`src/sv/fxa_pkg.sv`:
```
// Shared types and constants of the fixed-point ALU.
`default_nettype none
package fxa_pkg;

  localparam int WORD_W = 32;
  localparam int MODE_W = 4;

  typedef logic signed [WORD_W-1:0] word_t;
  typedef logic [WORD_W-1:0]        mag_t;
  typedef logic [MODE_W-1:0]        mode_t;

  localparam mode_t MODE_ADD      = 4'd0;
  localparam mode_t MODE_SUB      = 4'd1;
  localparam mode_t MODE_MUL      = 4'd2;
  localparam mode_t MODE_DIV      = 4'd3;
  localparam mode_t MODE_INC      = 4'd4;
  localparam mode_t MODE_DEC      = 4'd5;
  localparam mode_t MODE_MIN      = 4'd6;
  localparam mode_t MODE_MAX      = 4'd7;
  localparam mode_t MODE_TO_INT   = 4'd8;
  localparam mode_t MODE_FROM_INT = 4'd9;

  localparam word_t MAX_POS = {1'b0, {(WORD_W-1){1'b1}}};
  localparam word_t MIN_NEG = {1'b1, {(WORD_W-1){1'b0}}};

  // Result of an arithmetic unit: saturated word and overflow flag.
  typedef struct packed {
    logic  ovf;
    word_t value;
  } arith_t;

  // Results decided in the first stage, carried alongside the divider.
  typedef struct packed {
    mode_t mode;
    word_t value;
    logic  ovf;
    logic  dz;
    logic  gt;
    logic  lt;
    logic  eq;
  } side_t;

endpackage
`default_nettype wire

```
`src/sv/fxa_mul.sv`:
```
// Two-stage rounding, saturating fixed-point multiplier on magnitudes.
`default_nettype none
module fxa_mul #(
  parameter int FRAC_BITS = 8
) (
  input  wire                  clk,
  input  wire                  en,
  input  wire fxa_pkg::mag_t   mag_a,
  input  wire fxa_pkg::mag_t   mag_b,
  input  wire                  neg,
  output fxa_pkg::arith_t      res
);
  localparam int PW = 2 * fxa_pkg::WORD_W;

  logic [PW-1:0] prod;
  logic          prod_neg;
  logic [PW:0]   rounded;
  logic [PW:0]   shifted;
  logic [PW:0]   limit;
  logic          ovf;
  fxa_pkg::mag_t mag;

  always_ff @(posedge clk) begin
    if (en) begin
      prod     <= PW'(mag_a) * PW'(mag_b);
      prod_neg <= neg;
    end
  end

  always_comb begin
    rounded = {1'b0, prod} + ((PW+1)'(1) << (FRAC_BITS - 1));
    shifted = rounded >> FRAC_BITS;
    limit   = (PW+1)'(fxa_pkg::mag_t'(prod_neg ? fxa_pkg::MIN_NEG : fxa_pkg::MAX_POS));
    ovf     = shifted > limit;
    mag     = ovf ? limit[fxa_pkg::WORD_W-1:0] : shifted[fxa_pkg::WORD_W-1:0];
  end

  always_ff @(posedge clk) begin
    if (en) begin
      res.ovf   <= ovf;
      res.value <= prod_neg ? -mag : mag;
    end
  end
endmodule
`default_nettype wire

```
`config.mk`:
```
export PLATFORM = sky130hd
export DESIGN_NAME = fxa_mul
export DESIGN_NICKNAME = d
export VERILOG_FILES = /design/src/sv/fxa_pkg.sv /design/src/sv/fxa_mul.sv
export SDC_FILE = /design/constraint.sdc
export NUM_CORES = 2
export LEC_CHECK = 0
export ABC_AREA = 1
export BUFFER_PORTS_ARGS = -buffer_cell sky130_fd_sc_hd__buf_2
export CAP_MARGIN = 20
export CORE_ASPECT_RATIO = 0.9
export CORE_MARGIN = 2
export CORE_UTILIZATION = 55
export CTS_CLUSTER_SIZE = 30
export DETAILED_ROUTE_END_ITERATION = 10
export PLACE_DENSITY = 0.7
export REMOVE_ABC_BUFFERS = 1
export SYNTH_ARGS = -nofsm -noshare
export SYNTH_HDL_FRONTEND = slang
export SYNTH_SLANG_ARGS = --single-unit
```
`constraint.sdc`:
```
create_clock -name clk -period 7.2 [get_ports clk]
set_clock_uncertainty 0.1 [all_clocks]
set_input_delay 1.08 -clock clk [delete_from_list [all_inputs] [get_ports clk]]
set_output_delay 1.08 -clock clk [all_outputs]
set_load 0.005 [all_outputs]
```
Yosys cells after proc, flatten, opt, wreduce, memory -nomap -nowiden. Cells that the tools add are included.

Bits of input ports: 67. Flip-flop bits (word level): 98.

$lt $le $gt $ge: 1. Multiplexer cells: 3. $add $sub $neg: 2. Multiply operators: 1.

Operators by type and width (number): $mux W32 (3); $add A64 B8 Y65 const B (1); $mul A32 B32 Y64 (1); $gt A57 B32 Y1 (1); $neg A32 Y32 (1).

Depth between registers and ports, before layout.
Depth after elaboration: 5. Mapped depth: 33. Depth with buffers taken out: 32.

Worst setup path after synthesis. OpenSTA, ideal clock, no wires.

Path type: in2reg. From: input port mag_a[10]. To: register prod[60] (data pin). Data required time: 6.842 ns. Slack: -0.349 ns. Cell stages on the path: 28. Arrival: 7.191 ns. Buffers on the path: 1. Path through: clkbuf_1 -> nand2_1 -> inv_1 -> fa_1 -> inv_1 -> fa_1 -> inv_1 -> fa_1 -> inv_1 -> fa_1 -> inv_1 -> fa_1 -> fa_1 -> fa_1 -> fa_1 -> ha_1 -> nand2_1 -> nor2_1 -> inv_1 -> nor2_1 -> nand3_1 -> o21ai_0 -> nand3_1 -> o21ai_0 -> nand3_1 -> inv_1 -> a21oi_1 -> xnor2_1.

Longest elaborated chain between the ends: 1.

RTL lines: from (decl) (line fxa_mul.sv:8) `input wire fxa_pkg::mag_t mag_a,`; $mul A32 B32 Y64 (line fxa_mul.sv:25) `prod <= PW'(mag_a) * PW'(mag_b);`; to (signal assigned) (line fxa_mul.sv:25); to (decl) (line fxa_mul.sv:15) `logic [PW-1:0] prod;`.

No other way between the ends. A chain may end at the register's enable or synchronous reset.

Worst setup path in the final report.
From: input port mag_a[12]. To: register prod[58] (data pin).

Same word-level chain as after synthesis.

==> out/qor.csv <==
stage,metric,value,unit
synth,yosys-top-cells-area,"fa_1 44%, inv_1 15%, nand2_1 13%, ha_1 8.9%, edfxtp_1 6.6%",
synth,syn_area_per_cell,7.64,um^2
sta,fin_crit,7570,ps
sta,rsz0062_at_grt,true,
sta,hold_slack,735,ps
outcome,violations,negative setup slack,
sta,setup_ws,-368,ps
flow_run,max_cap_violations,0,
cells_and_area,design_area,50700,um^2
clock_tree,htree_num_levels,3,
place,port_buffers,99,
routing,avgRoutedWirePerCell,18.3,um
clock_tree,root_buffer,clkbuf_16,
routing,vias_per_cell,5.19,
worst_setup_path,end_kind,register,
die,rows,95,
global_routing,grt_max_degree,66,
global_routing,grt_pass1_vias,36068,
hold_path,worst_hold_path_type,register to register,
place,dp_slack,-1240,ps
cells_and_area,syn_to_final_growth,23.3,%
sta,fmax,0.132,GHz
worst_setup_path,cp.required,7220,ps
sta,tns,-5570,ps
synth,synth_largest_area_cell,fa_1,
clock_tree,cts_max_path_buffers,2,
worst_setup_path,cp-start-kind,input port,
die,coreArea,74300,um^2
die,die_y,263,um
cells_and_area,final_nets,7091,
hold_path,hold_path_startpoint,prod[10]$_DFFE_PP_,
synth,synth.distinct_cells,48,
outcome,outcome,"finished, violations left",
routing,vias,35338,
global_routing,grt_first_pass_wirelength,191000,um
sta,period_share,1.05,
synth,synth_ff_type,edfxtp_1,
synth,synth-edff-count,91,
die,die_area,76900,um^2
cells_and_area,diodes,0,
synth,synth_async_sr_flop_share,0,
synth,syn_area,41100,um^2
place,dp_hpwl,98700,um
routing,drtIter0Drc,2773,
sta,slew-limit-headroom,0.479,
worst_setup_path,worst-path-max-fanout,14,
worst_setup_path,crit_type,input port to register,
worst_setup_path,r2r_start,prod[7]$_DFFE_PP_,
routing,wirelength,124000,um
die,pin_count,100,
worst_setup_path,critPathArrivalTime,7580,ps
sta,final_hold_viol_count,0,
sta,drv_slew,0,
routing,drc_errors,0,
routing,ant_nets,0,
die,die_x,292,um
clock_tree,clock_latency,360,ps
clock_tree,clock-sinks,91,
place,postPlaceCellArea,45500,um^2
sta,setup_violations,31,
place,place_congestion,0.950,
clock_tree,clk_pin_slew,70,ps
clock_tree,cts_tree,yes,
worst_setup_path,cp-startpoint,mag_a[12],
synth,yosys_warnings,0,
global_routing,grtUsageTotal,0.316,
die,start_util,0.553,
synth,ys_seq_area_frac,0.0665,
synth,syn_inst,5377,
global_routing,grt_antenna_before_repair,1,
synth,yosys_register_bits,91,
cells_and_area,drive_above_1_share,0.197,
clock_tree,cts_made_buffers,9,
routing,drtPass1Iterations,6,
global_routing,grt_overflow,0,
sta,tightest_slew,781,ps
synth,synth_top_area_frac,0.436,
layer usage:
metal	GRT usage	wire [um]	share of wire
met5	0	13	0.00010
met4	0.0858	4760	0.038
met3	0.0413	10400	0.084
met2	0.521	59300	0.48
met1	0.442	49900	0.40
cell type report:
type / instances / area (um^2)
flip-flops and latches: 91 / 2730
multi-input cells: 3444 / 33500
clock buffers: 9 / 225
clock inverters: 7 / 51.3
well taps: 970 / 1210
inverters: 1636 / 6140
repair buffers: 653 / 6780
fillers: 5771 / 23600
kinds of logic (layout without fill, tap and decap cells):
family / count (synthesis) / count (layout) / synth area share
xor+xnor: 98 / 98 / 0.0209
simple gates: 1906 / 1906 / 0.183
buf+inv: 1842 / 2305 / 0.169
compound gates: 250 / 250 / 0.0344
flops: 91 / 91 / 0.0665
fa+ha+maj: 1189 / 1189 / 0.525
mux: 1 / 1 / 0.000274
layout by cell type, fill, tap and decap left out, drive strengths merged, types with 25 or more instances in the layout:
| cell type | count |
|---|---|
| o21ai | 73 |
| buf | 635 |
| ha | 294 |
| fa | 895 |
| xnor2 | 35 |
| xor2 | 63 |
| nor2 | 281 |
| inv | 1638 |
| a21oi | 115 |
| nand3 | 104 |
| edfxtp | 91 |
| nand4 | 25 |
| nand2 | 1467 |
| clkbuf | 25 |
synth_stat cells (25+ instances only):
cell type  count
clkbuf_1     195
edfxtp_1      91
nand4_1       25
xor2_1        63
nand2_1     1462
fa_1         895
o21ai_0       62
nor2_1       268
nand3_1       94
a21oi_1      115
ha_1         294
inv_1       1633
xnor2_1       35
metrics by stage:
stage | util | cells
after floorplan | - | 5171
after global routing | 0.682 | 6810
final | 0.682 | 6810
after CTS | 0.651 | 6750
after detailed placement | 0.612 | 6675
after global placement | 0.612 | 6675
flip-flops by register name, summed over array words and instances (netlist names):
register  flops
prod_neg      1
prod         57
res          33
worst max-delay path: stages:
cell	delay [ps]
buf_16	140
clkbuf_16	160
nand2_1	80
inv_1	70
fa_1	490
inv_2	40
fa_1	540
inv_2	40
fa_2	530
fa_2	470
fa_1	580
fa_1	450
fa_1	540
fa_1	630
ha_4	240
buf_4	130
nand2_2	80
nor2_1	50
nor2_1	110
inv_2	70
buf_6	120
a221oi_4	250
nor2_2	80
nor3_4	170
o31ai_4	150
a21oi_4	180
xnor2_1	80
final timing paths:
check                           cells past startpoint  slack (ps)                  to
worst max register to register                     25        1350   res[20]$_DFFE_PP_
worst min register to register                      2         740    res[2]$_DFFE_PP_
worst min-delay path                                2         740    res[2]$_DFFE_PP_
worst max-delay path                               27        -370  prod[58]$_DFFE_PP_
what timing repair did:
action,in CTS,in global routing
buffers inserted,57,51
gates cloned,7,13
setup endpoints to repair,45,43
hold buffers,0,0
resized for setup,522,413
pin swaps,147,295
Power is left out: the tool's default activity adds up to more than one toggle a clock period on the data nets, which glitch-free logic cannot reach.
